`src/fcr_pkg.sv`:
```
package fcr_pkg;

	localparam int MAX_FRAME_LEN = 10;
	localparam int MIN_FRAME_LEN = 5;
	localparam int CNT_W = $clog2(MAX_FRAME_LEN + 1);

	localparam logic [7:0] FIRST_MOTOR_INDEX = 8'h01;

	localparam int CFG_DATA_W = 16;
	localparam int CFG_INDEX_W = 1;
	localparam logic [CFG_INDEX_W-1:0] CFG_HEAD_BYTE = 1'd0;
	localparam logic [CFG_INDEX_W-1:0] CFG_TIMEOUT_TICKS = 1'd1;

	localparam logic [7:0] HEAD_BYTE_RESET = 8'hA5;
	localparam logic [15:0] TIMEOUT_TICKS_RESET = 16'd100;

	localparam logic MODE_BYTE = 1'b0;
	localparam logic MODE_TICK = 1'b1;

	localparam logic [1:0] ST_OK = 2'd0;
	localparam logic [1:0] ST_SUM = 2'd1;
	localparam logic [1:0] ST_LEN = 2'd2;
	localparam logic [1:0] ST_TIME = 2'd3;

	typedef struct packed {
		logic valid;
		logic [1:0] status;
		logic motor_select;
		logic [7:0] command;
		logic [7:0] first_status;
		logic [7:0] second_status;
	} fcr_result_t;

endpackage

```
`src/fcr_frame_fsm.sv`:
```
module fcr_frame_fsm import fcr_pkg::*; (
	input logic clk,
	input logic arst_n,
	input logic step,
	input logic mode,
	input logic [7:0] rx_byte,
	input logic [7:0] head_byte,
	input logic [15:0] timeout_ticks,
	output fcr_result_t result
);

	typedef enum logic [2:0] {
		PH_HUNT = 3'b001,
		PH_LEN = 3'b010,
		PH_BODY = 3'b100
	} phase_t;

	phase_t phase_q, phase_d;
	logic [CNT_W-1:0] count_q, count_d;
	logic [CNT_W-1:0] target_q, target_d;
	logic [7:0] sum_q, sum_d;
	logic [7:0] index_q, index_d;
	logic [7:0] cmd_q, cmd_d;
	logic [7:0] first_q, first_d;
	logic [7:0] second_q, second_d;
	logic [15:0] idle_q, idle_d;

	logic [15:0] limit;
	logic [15:0] idle_inc;
	logic [CNT_W:0] pos_next;
	logic [1:0] res_status;
	logic res_sel;
	logic [7:0] res_cmd;
	logic res_valid;

	assign limit = (timeout_ticks == 16'd0) ? 16'd1 : timeout_ticks;
	assign idle_inc = (idle_q == 16'hFFFF) ? idle_q : idle_q + 16'd1;
	assign pos_next = {1'b0, count_q} + {{CNT_W{1'b0}}, 1'b1};

	always_comb begin
		phase_d = phase_q;
		count_d = count_q;
		target_d = target_q;
		sum_d = sum_q;
		index_d = index_q;
		cmd_d = cmd_q;
		first_d = first_q;
		second_d = second_q;
		idle_d = idle_q;
		res_valid = 1'b0;
		res_status = ST_OK;
		res_sel = 1'b0;
		res_cmd = 8'd0;
		if (mode == MODE_TICK) begin
			if (phase_q != PH_HUNT) begin
				idle_d = idle_inc;
				if (idle_inc >= limit) begin
					phase_d = PH_HUNT;
					count_d = '0;
					idle_d = 16'd0;
					res_valid = 1'b1;
					res_status = ST_TIME;
				end
			end
		end else begin
			case (phase_q)
				PH_HUNT: begin
					if (rx_byte == head_byte) begin
						sum_d = rx_byte;
						count_d = CNT_W'(1);
						phase_d = PH_LEN;
						idle_d = 16'd0;
					end
				end
				PH_LEN: begin
					idle_d = 16'd0;
					if (rx_byte < 8'(MIN_FRAME_LEN) || rx_byte > 8'(MAX_FRAME_LEN)) begin
						phase_d = PH_HUNT;
						count_d = '0;
						res_valid = 1'b1;
						res_status = ST_LEN;
					end else begin
						target_d = rx_byte[CNT_W-1:0];
						sum_d = sum_q + rx_byte;
						count_d = CNT_W'(2);
						phase_d = PH_BODY;
					end
				end
				PH_BODY: begin
					idle_d = 16'd0;
					if (pos_next >= {1'b0, target_q}) begin
						phase_d = PH_HUNT;
						count_d = '0;
						res_valid = 1'b1;
						if (rx_byte != sum_q) begin
							res_status = ST_SUM;
						end else if (index_q == FIRST_MOTOR_INDEX) begin
							first_d = cmd_q;
							res_cmd = cmd_q;
						end else begin
							second_d = cmd_q;
							res_sel = 1'b1;
							res_cmd = cmd_q;
						end
					end else begin
						if (count_q == CNT_W'(2)) begin
							index_d = rx_byte;
						end else if (count_q == CNT_W'(3)) begin
							cmd_d = rx_byte;
						end
						sum_d = sum_q + rx_byte;
						count_d = pos_next[CNT_W-1:0];
					end
				end
				default: begin
					phase_d = PH_HUNT;
					count_d = '0;
				end
			endcase
		end
	end

	assign result.valid = res_valid;
	assign result.status = res_status;
	assign result.motor_select = res_sel;
	assign result.command = res_cmd;
	assign result.first_status = first_d;
	assign result.second_status = second_d;

	always_ff @(posedge clk or negedge arst_n) begin
		if (!arst_n) begin
			phase_q <= PH_HUNT;
			count_q <= '0;
			target_q <= '0;
			sum_q <= 8'd0;
			index_q <= 8'd0;
			cmd_q <= 8'd0;
			first_q <= 8'd0;
			second_q <= 8'd0;
			idle_q <= 16'd0;
		end else if (step) begin
			phase_q <= phase_d;
			count_q <= count_d;
			target_q <= target_d;
			sum_q <= sum_d;
			index_q <= index_d;
			cmd_q <= cmd_d;
			first_q <= first_d;
			second_q <= second_d;
			idle_q <= idle_d;
		end
	end

endmodule

```
`src/framed_command_receiver.sv`:
```
// Receives a stream of items, each either a serial byte or a time tick, and
// decodes frames made of a head byte, a total length byte, an index byte, a
// command byte, optional padding and an 8-bit sum checksum as the last byte.
// The input channel is in_valid/in_stall with fields mode and rx_byte; the
// result channel is out_valid/out_stall with status, motor_select, command
// and both stored motor status bytes. A result appears for every completed
// frame and for every aborted frame (checksum, length or idle timeout).
// The configuration port writes the head byte and the timeout in ticks.
// An item is registered in the input register and decoded on its way into
// the output register, from which its result is offered to the receiver.
// One item is accepted per cycle as long as the result side keeps up.
// When the receiver stalls, the pending result is held, one more item can
// sit in the input register, and in_stall rises once that item would need
// the output register. Reset returns the decoder to hunting for a head
// byte, clears both motor status bytes and loads the default registers.
module framed_command_receiver import fcr_pkg::*; (
	input logic clk,
	input logic arst_n,
	input logic in_valid,
	output logic in_stall,
	input logic mode,
	input logic [7:0] rx_byte,
	output logic out_valid,
	input logic out_stall,
	output logic [1:0] status,
	output logic motor_select,
	output logic [7:0] command,
	output logic [7:0] first_motor_status,
	output logic [7:0] second_motor_status,
	input logic cfg_write,
	input logic [CFG_INDEX_W-1:0] cfg_index,
	input logic [CFG_DATA_W-1:0] cfg_data
);

	logic [7:0] head_byte_q;
	logic [15:0] timeout_ticks_q;

	logic valid_s1;
	logic mode_s1;
	logic [7:0] byte_s1;

	logic valid_s2;
	fcr_result_t res_s2;

	fcr_result_t res;
	logic out_free;
	logic advance;
	logic step;

	always_ff @(posedge clk or negedge arst_n) begin
		if (!arst_n) begin
			head_byte_q <= HEAD_BYTE_RESET;
			timeout_ticks_q <= TIMEOUT_TICKS_RESET;
		end else if (cfg_write) begin
			case (cfg_index)
				CFG_HEAD_BYTE: head_byte_q <= cfg_data[7:0];
				CFG_TIMEOUT_TICKS: timeout_ticks_q <= cfg_data[15:0];
				default: ;
			endcase
		end
	end

	assign out_free = !valid_s2 || !out_stall;
	assign advance = !valid_s1 || !res.valid || out_free;
	assign step = valid_s1 && advance;
	assign in_stall = !advance;

	fcr_frame_fsm u_fsm (
		.clk(clk),
		.arst_n(arst_n),
		.step(step),
		.mode(mode_s1),
		.rx_byte(byte_s1),
		.head_byte(head_byte_q),
		.timeout_ticks(timeout_ticks_q),
		.result(res)
	);

	always_ff @(posedge clk or negedge arst_n) begin
		if (!arst_n) begin
			valid_s1 <= 1'b0;
		end else if (advance) begin
			valid_s1 <= in_valid;
		end
	end

	always_ff @(posedge clk) begin
		if (advance && in_valid) begin
			mode_s1 <= mode;
			byte_s1 <= rx_byte;
		end
	end

	always_ff @(posedge clk or negedge arst_n) begin
		if (!arst_n) begin
			valid_s2 <= 1'b0;
		end else if (out_free) begin
			valid_s2 <= step && res.valid;
		end
	end

	always_ff @(posedge clk) begin
		if (out_free && step && res.valid) begin
			res_s2 <= res;
		end
	end

	assign out_valid = valid_s2;
	assign status = res_s2.status;
	assign motor_select = res_s2.motor_select;
	assign command = res_s2.command;
	assign first_motor_status = res_s2.first_status;
	assign second_motor_status = res_s2.second_status;

	a_stall_needs_item: assert property (@(posedge clk) disable iff (!arst_n)
		in_stall |-> valid_s1 && valid_s2 && out_stall)
		else $error("input stalled without a blocked result");

	a_ok_first: assert property (@(posedge clk) disable iff (!arst_n)
		valid_s2 && status == ST_OK && !motor_select |-> command == first_motor_status)
		else $error("first motor status does not hold the accepted command");

	a_ok_second: assert property (@(posedge clk) disable iff (!arst_n)
		valid_s2 && status == ST_OK && motor_select |-> command == second_motor_status)
		else $error("second motor status does not hold the accepted command");

	a_abort_clean: assert property (@(posedge clk) disable iff (!arst_n)
		valid_s2 && status != ST_OK |-> !motor_select && command == 8'd0)
		else $error("aborted frame reports a command");

endmodule

```
`config.mk`:
```
export PLATFORM = sky130hd
export DESIGN_NAME = framed_command_receiver
export DESIGN_NICKNAME = d
export VERILOG_FILES = /design/src/fcr_pkg.sv /design/src/fcr_frame_fsm.sv /design/src/framed_command_receiver.sv
export SDC_FILE = /design/constraint.sdc
export NUM_CORES = 1
export LEC_CHECK = 0
export BUFFER_PORTS_ARGS = -buffer_cell sky130_fd_sc_hd__buf_2
export CORE_UTILIZATION = 35
export CTS_CLUSTER_SIZE = 24
export DETAILED_ROUTE_END_ITERATION = 8
export HOLD_SLACK_MARGIN = 0.08
export SYNTH_ARGS = -nofsm -noshare
export SYNTH_HDL_FRONTEND = slang
export SYNTH_SLANG_ARGS = --single-unit
```
`constraint.sdc`:
```
create_clock -name clk -period 6 [get_ports clk]
set_input_delay 0.6 -clock clk [delete_from_list [all_inputs] [get_ports clk]]
set_output_delay 0.6 -clock clk [all_outputs]
set_load 0.02 [all_outputs]
```
# Word level (Yosys, flattened, before mapping)
# Index checks and enable logic that the tools add are counted.
[totals]
register_bits = 129
in_bits = 31
out_inout_bits = 29
wordCells = 127
[op_classes]
addsub = 3
order_cmp = 4
eq_ne = 17
muxes = 49
bitwise_logic = 6
reduce_logical = 28
[op_table]
columns = ["op", "n"]
rows = [
  ["$mux 8", 13],
  ["$mux 16", 6],
  ["$pmux 16 s2", 1],
  ["$pmux 8 s3", 1],
  ["$mux 4", 5],
  ["$mux 3", 6],
  ["$add 16x1->16 const B", 1],
  ["$eq 16x16->1 const B", 1],
  ["$ge 16x16->1", 1],
  ["$logic_not 16->1", 1],
  ["$mux 2", 6],
  ["$pmux 4 s3", 1],
  ["$reduce_and 4->1", 3],
  ["$reduce_and 6->1", 2],
  ["$reduce_and 5->1", 2],
  ["$pmux 3 s3", 1],
  ["$add 8x8->8", 1],
  ["$eq 4x2->1 const B", 2],
  ["$eq 8x1->1 const B", 1],
  ["$eq 8x8->1", 1],
  ["$gt 8x4->1 const B", 1],
  ["$lt 8x3->1 const B", 1],
  ["$ne 8x8->1", 1],
  ["$mux 1", 7],
  ["other kinds (19)", 41],
]

# Longest topological paths before layout
[logic_depth]
word_depth = 12
mapped_depth = 17
mapped_depth_nobuf = 15

# Cells and area by module
# Synthesis repeated with hierarchy kept, for this count alone.
[unflattened]
cells_unflattened = 588
area_unflattened_um2 = 6940.4
[modules_own_cells]
columns = ["mod", "instances", "cells_each", "area_per_inst_um2", "seq_area_each_um2"]
rows = [
  ["fcr_frame_fsm", 1, 488, 4764.6, 1677.9],
  ["framed_command_receiver", 1, 100, 2175.8, 1740.4],
]

# Worst setup path before layout
# No wires, ideal clock.
[synth_path]
path_kind = "register to register"
start = "register u_fsm.idle_q[4]"
end = "register res_s2, in the netlist command[0] (enable)"
setup_ns = 0.420
arrival_time_ns = 4.690
required_ns = 5.580
setup_slack_ns = 0.890
stages_incl_launch_ff = 14
n_path_buf = 1
period_less_slack_ns = 5.110
cell_sequence = "dfrtp_1 > clkbuf_1 > nand4_1 > or4_1 > nor2_1 > nor3_1 > xor2_1 > ha_1 > and4_1 > nand2_1 > or4_1 > a31oi_1 > o31ai_1 > a21oi_1"
[synth_via]
elab_chain_len = 12
elab_cells_between_ends = 13
classes_between = "1 x add/sub; 1 x order compare; 1 x eq/ne; 4 x mux; 6 x reduce/logical"
[synth_lines]
columns = ["item", "line", "rtl"]
rows = [
  ["start: declaration", "fcr_frame_fsm.sv:26", "logic [15:0] idle_q, idle_d;"],
  ["start signal: assignment", "fcr_frame_fsm.sv:150", "idle_q <= idle_d;"],
  ["$add 16x1->16 / $eq 16x16->1 (equally long branches)", "fcr_frame_fsm.sv:37", "assign idle_inc = (idle_q == 16'hFFFF) ? idle_q : idle_q + 16'd1;"],
  ["$mux 16 *", "fcr_frame_fsm.sv:37", ""],
  ["$ge 16x16->1 *", "fcr_frame_fsm.sv:57", "if (idle_inc >= limit) begin"],
  ["$mux 1 *", "fcr_frame_fsm.sv:57", ""],
  ["$mux 1 *", "fcr_frame_fsm.sv:55", "if (phase_q != PH_HUNT) begin"],
  ["$mux 1 *", "fcr_frame_fsm.sv:54", "if (mode == MODE_TICK) begin"],
  ["$logic_not 1->1", "framed_command_receiver.sv:64", "assign advance = !valid_s1 || !res.valid || out_free;"],
  ["$logic_or 1x1->1 (2 in series)", "framed_command_receiver.sv:64", ""],
  ["$logic_and 1x1->1", "framed_command_receiver.sv:65", "assign step = valid_s1 && advance;"],
  ["$logic_and 1x1->1", "framed_command_receiver.sv:103", "if (out_free && step && res.valid) begin"],
  ["$logic_and 1x1->1 *", "framed_command_receiver.sv:103", ""],
  ["end signal: assignment", "framed_command_receiver.sv:104", "res_s2 <= res;"],
  ["end: declaration", "framed_command_receiver.sv:43", "fcr_result_t res_s2;"],
]
# Mark *: on every way between the ends. The rest lies on a longest branch, timed or not.
# A chain may end at the register's enable or synchronous reset.

# Worst setup path in the final report
[layout_path]
start = "register u_fsm.idle_q[4]"
end = "output port in_stall"
[layout_via]
elab_chain_len = 10
elab_cells_between_ends = 11
classes_between = "1 x add/sub; 1 x order compare; 1 x eq/ne; 4 x mux; 4 x reduce/logical"
[layout_lines]
columns = ["item", "line", "rtl"]
rows = [
  ["$add 16x1->16 / $eq 16x16->1 (equally long branches)", "fcr_frame_fsm.sv:37", ""],
  ["$mux 16 *", "fcr_frame_fsm.sv:37", ""],
  ["$ge 16x16->1 *", "fcr_frame_fsm.sv:57", ""],
  ["$mux 1 *", "fcr_frame_fsm.sv:57", ""],
  ["$mux 1 *", "fcr_frame_fsm.sv:55", ""],
  ["$mux 1 *", "fcr_frame_fsm.sv:54", ""],
  ["$logic_not 1->1 *", "framed_command_receiver.sv:64", ""],
  ["$logic_or 1x1->1 * (2 in series)", "framed_command_receiver.sv:64", ""],
  ["$logic_not 1->1 *", "framed_command_receiver.sv:66", "assign in_stall = !advance;"],
  ["end: declaration", "framed_command_receiver.sv:20", "output logic in_stall,"],
]
# Marks and branches as above.

==> metrics.md <==
| Metric | Value |
|---|---|
| Io pins | 60 |
| Total Routed Length | 14.33 mm |
| Initial Utilization | 0.3598 |
| Mean Syn Cell Area | 11.56 um2 |
| Vias | 4,680 |
| Leakage | 3.506 nW |
| Syn nets | 648 |
| CTS tree | yes |
| Sink Count | 129 |
| Share of flip-flops with an asynchronous set or reset | 0.7209 |
| Crit. End Element | output port |
| Slew @ Worst Pin | 0.7801 ns |
| Hold WC Path Type | in -> async |
| CP Class | reg -> out |
| Vias in the first global route | 4,763 |
| Max FO, Critical Path | 8 |
| Rows | 50 |
| # fillers | 1,758 |
| Post-route minimum period | 5.247 ns |
| Hold slack | 0.1752 ns |
| Final core utilization | 0.4203 |
| WL per Instance | 15.60 um |
| Post-synth cell types | 65 |
| Final period util | 0.8745 |
| CP Launch Type | register |
| Die Wd | 141.1 um |
| Die footprint | 19,920 um2 |
| Skew final | 0.01117 ns |
| Core Region | 18,830 um2 |
| Initial antenna violation count | 0 |
| Part of the Yosys area used for sequential elements | 0.5045 |
| DRT Pass-1 Iters | 4 |
| Synth warn | 0 |
| IO Port Bufs | 59 |
| Drt via density | 5.092 |
| P&R area growth vs syn | 16.82% |
| Reg2reg setup slack | 0.96 ns |
| Clk network pwr share | 0.356 |
| Critical Path AT | 4.65 ns |
| Synth Register Bits | 129 |
| DRT iter0 DRCs | 229 |
| Routed Antenna Nets | 0 |
| Global-route wire length before repair | 24.16 mm |
| Post-CTS setup repair buffer count | 0 |
| EDFF count, synth | 36 |
| Setup violators final | 0 |
| Fmax | 190.6 MHz |
| TritonCTS Buffers | 17 |
| Status | finished clean |
| Top_reg_cell synth | dfrtp_1 |
| Skew-Pair Late Insertion Delay | 0.43 ns |
| Drt drc | 0 |
| Post-CTS Hold Buffers | 0 |
| Switching Power | 0.0009501 W |
| Final HPWL DP | 10.28 mm |
| Post-Syn Area | 6775 um2 |
| Fraction of layout cells with a size suffix above 1 | 0.3020 |
| Gr ovfl total | 0 |
| Clk pin slew, worst setup/hold paths | 0.06 ns |
| Seq pwr share | 0.408 |
| # H-tree levels | 4 |
| RSZ-0062 raised after global routing | no |
| Diode count | 0 |
| Cells after Synth | 586 |
| Combinational fraction of design power | 0.235 |
| Clock Tree Root | clkbuf_16 |
| Final net count | 708 |
| Pwr/cell area | 356.3 nW/um2 |
| VDD IR max | 0.2428 mV |
| Largest net degree at the start of global routing | 49 |
| Longest Clk Path Bufs | 2 |
| Maxcap violations | 0 |
| Pint | 0.001870 W |
| Post-cts sizing count | 0 |
| Fin. Hold Viols | 0 |
| GP Congestion | 0.9058 |
| Req. time, crit path | 5.40 ns |
| Final Max Slew Viols | 0 |
| Switching part of the total | 0.3369 |
| Relative slew slack | 0.4760 |
| Post-Route Setup TNS | 0 ns |
| Die height | 141.1 um |
| Gr usage total | 0.1564 |
-- worst max-delay path, cell delays in order, from the launching register on --
cell and delay (ns):
dfrtp_1 0.48, nand4_1 0.24, or4_1 0.61, nor2_1 0.32, nor3_1 0.13, xor2_1 0.17
ha_1 0.31, and4_1 0.18, nand2_1 0.06, or4_1 0.56, a31oi_1 0.47, o31ai_1 0.23
nor2_1 0.26, buf_2 0.22
-- power by group through the flow --
| stage | logic, W | clock network [W] | registers [W] |
|---|---|---|---|
| detailed placement | 0.000662 | 0 | 0.00117 |
| floorplan | 0.000524 | 0 | 0.00112 |
| global route | 0.000759 | 0.00106 | 0.00117 |
| finish | 0.000663 | 0.00101 | 0.00115 |
| CTS | 0.000669 | 0.00103 | 0.00115 |
| global placement | 0.000635 | 0 | 0.00116 |
-- kinds of logic (layout without fill, tap and decap cells) --
logic type,count (synthesis),in the layout,share of synthesized area
and+or+nand+nor,155,155,0.1283
DFF,129,129,0.5045
AOI/OAI and AO/OA,109,109,0.1019
muxes,83,83,0.1415
buffers and inverters,54,127,0.03305
adders and majority gates,31,31,0.05836
xor gates and xnor gates,25,25,0.03232
-- placed cells by master, fill, tap and decap left out, types with 16 or more instances in the layout --
cell type,n
dfrtp_1,85
buf_2,58
mux2_2,70
o21ai_0,38
ha_1,30
clkbuf_16,17
nand2_1,31
nor2_1,28
xor2_1,18
o31ai_1,16
inv_1,32
edfxtp_1,36
a21oi_1,23
-- registers in the layout (all words and copies together), names as in the netlist, 8 cells and up --
name,count
timeout_ticks_q,16
u_fsm.idle_q,16
byte_s1,8
command,8
first_motor_status,8
head_byte_q,8
second_motor_status,8
u_fsm.cmd_q,8
u_fsm.first_q,8
u_fsm.index_q,8
u_fsm.second_q,8
u_fsm.sum_q,8
-- cell type report --
class	instances	area (um2)	area share
clock buffer	17	425.4	0.05375
clock inverter	15	165.2	0.02087
sequential	129	3418	0.4319
multi-input combinational	403	3137	0.3963
tap	260	325.3	0.04110
inverter	33	123.9	0.01565
timing repair buffer	62	320.3	0.04047
-- cells in the mapped netlist, types with 4 or more instances --
library cell	n	area share
or3_1	4	0.0037
mux2_4	8	0.018
or4_1	7	0.0078
and2_1	9	0.0083
edfxtp_1	36	0.16
mux2_2	70	0.12
nor2_1	28	0.016
a21o_1	4	0.0044
mux2i_1	5	0.0074
nor3_1	13	0.0096
nand2b_1	8	0.0074
nor2b_1	6	0.0055
a211oi_1	6	0.0066
dfrtp_1	85	0.31
dfstp_2	8	0.031
inv_1	32	0.018
nor4_1	9	0.0083
or2_2	4	0.0037
xnor2_1	7	0.0090
clkbuf_1	12	0.0066
xor2_1	18	0.023
a21oi_1	24	0.018
o21ai_0	38	0.028
nand3_1	14	0.010
buf_2	5	0.0037
o31ai_1	16	0.018
nand2_1	31	0.017
ha_1	30	0.055
-- layer usage --
layer | vias to the layer above | track usage | wire length [um] | part of all wire
li1 | 2263 | - | - | -
met5 | - | 0 | 0 | 0
met2 | 101 | 0.2491 | 6731 | 0.47
met1 | 2293 | 0.2011 | 6724 | 0.47
met3 | 23 | 0.04552 | 594 | 0.041
met4 | 0 | 0.05778 | 282 | 0.020
-- final timing paths --
check / startpoint / endpoint / depth (start not counted)
max reg2reg: u_fsm.idle_q[4] / u_fsm.idle_q[12] / 13
min reg2reg: u_fsm.index_q[1] / u_fsm.index_q[1] / 2
min in group clk: rx_byte[4] / byte_s1[4] / 1
min: arst_n / timeout_ticks_q[8] / 1
max: u_fsm.idle_q[4] / in_stall / 13
max in group asynchronous: arst_n / timeout_ticks_q[4] / 2
-- stage by stage --
step / std cells / setup slack [ns] / total power (W) / instance area, um2
6_report: 919 / 0.7528 / 0.002820 / 7915
5_1_grt: 919 / 0.4538 / 0.002991 / 7915
4_1_cts: 919 / 0.7478 / 0.002844 / 7915
3_5_place_dp: 887 / 1.065 / 0.001827 / 7325
3_3_place_gp: 887 / 1.194 / 0.001794 / 7325
2_1_floorplan: 586 / 0.8898 / 0.001649 / 6775
No activity file was read; power rests on OpenSTA's default activity.
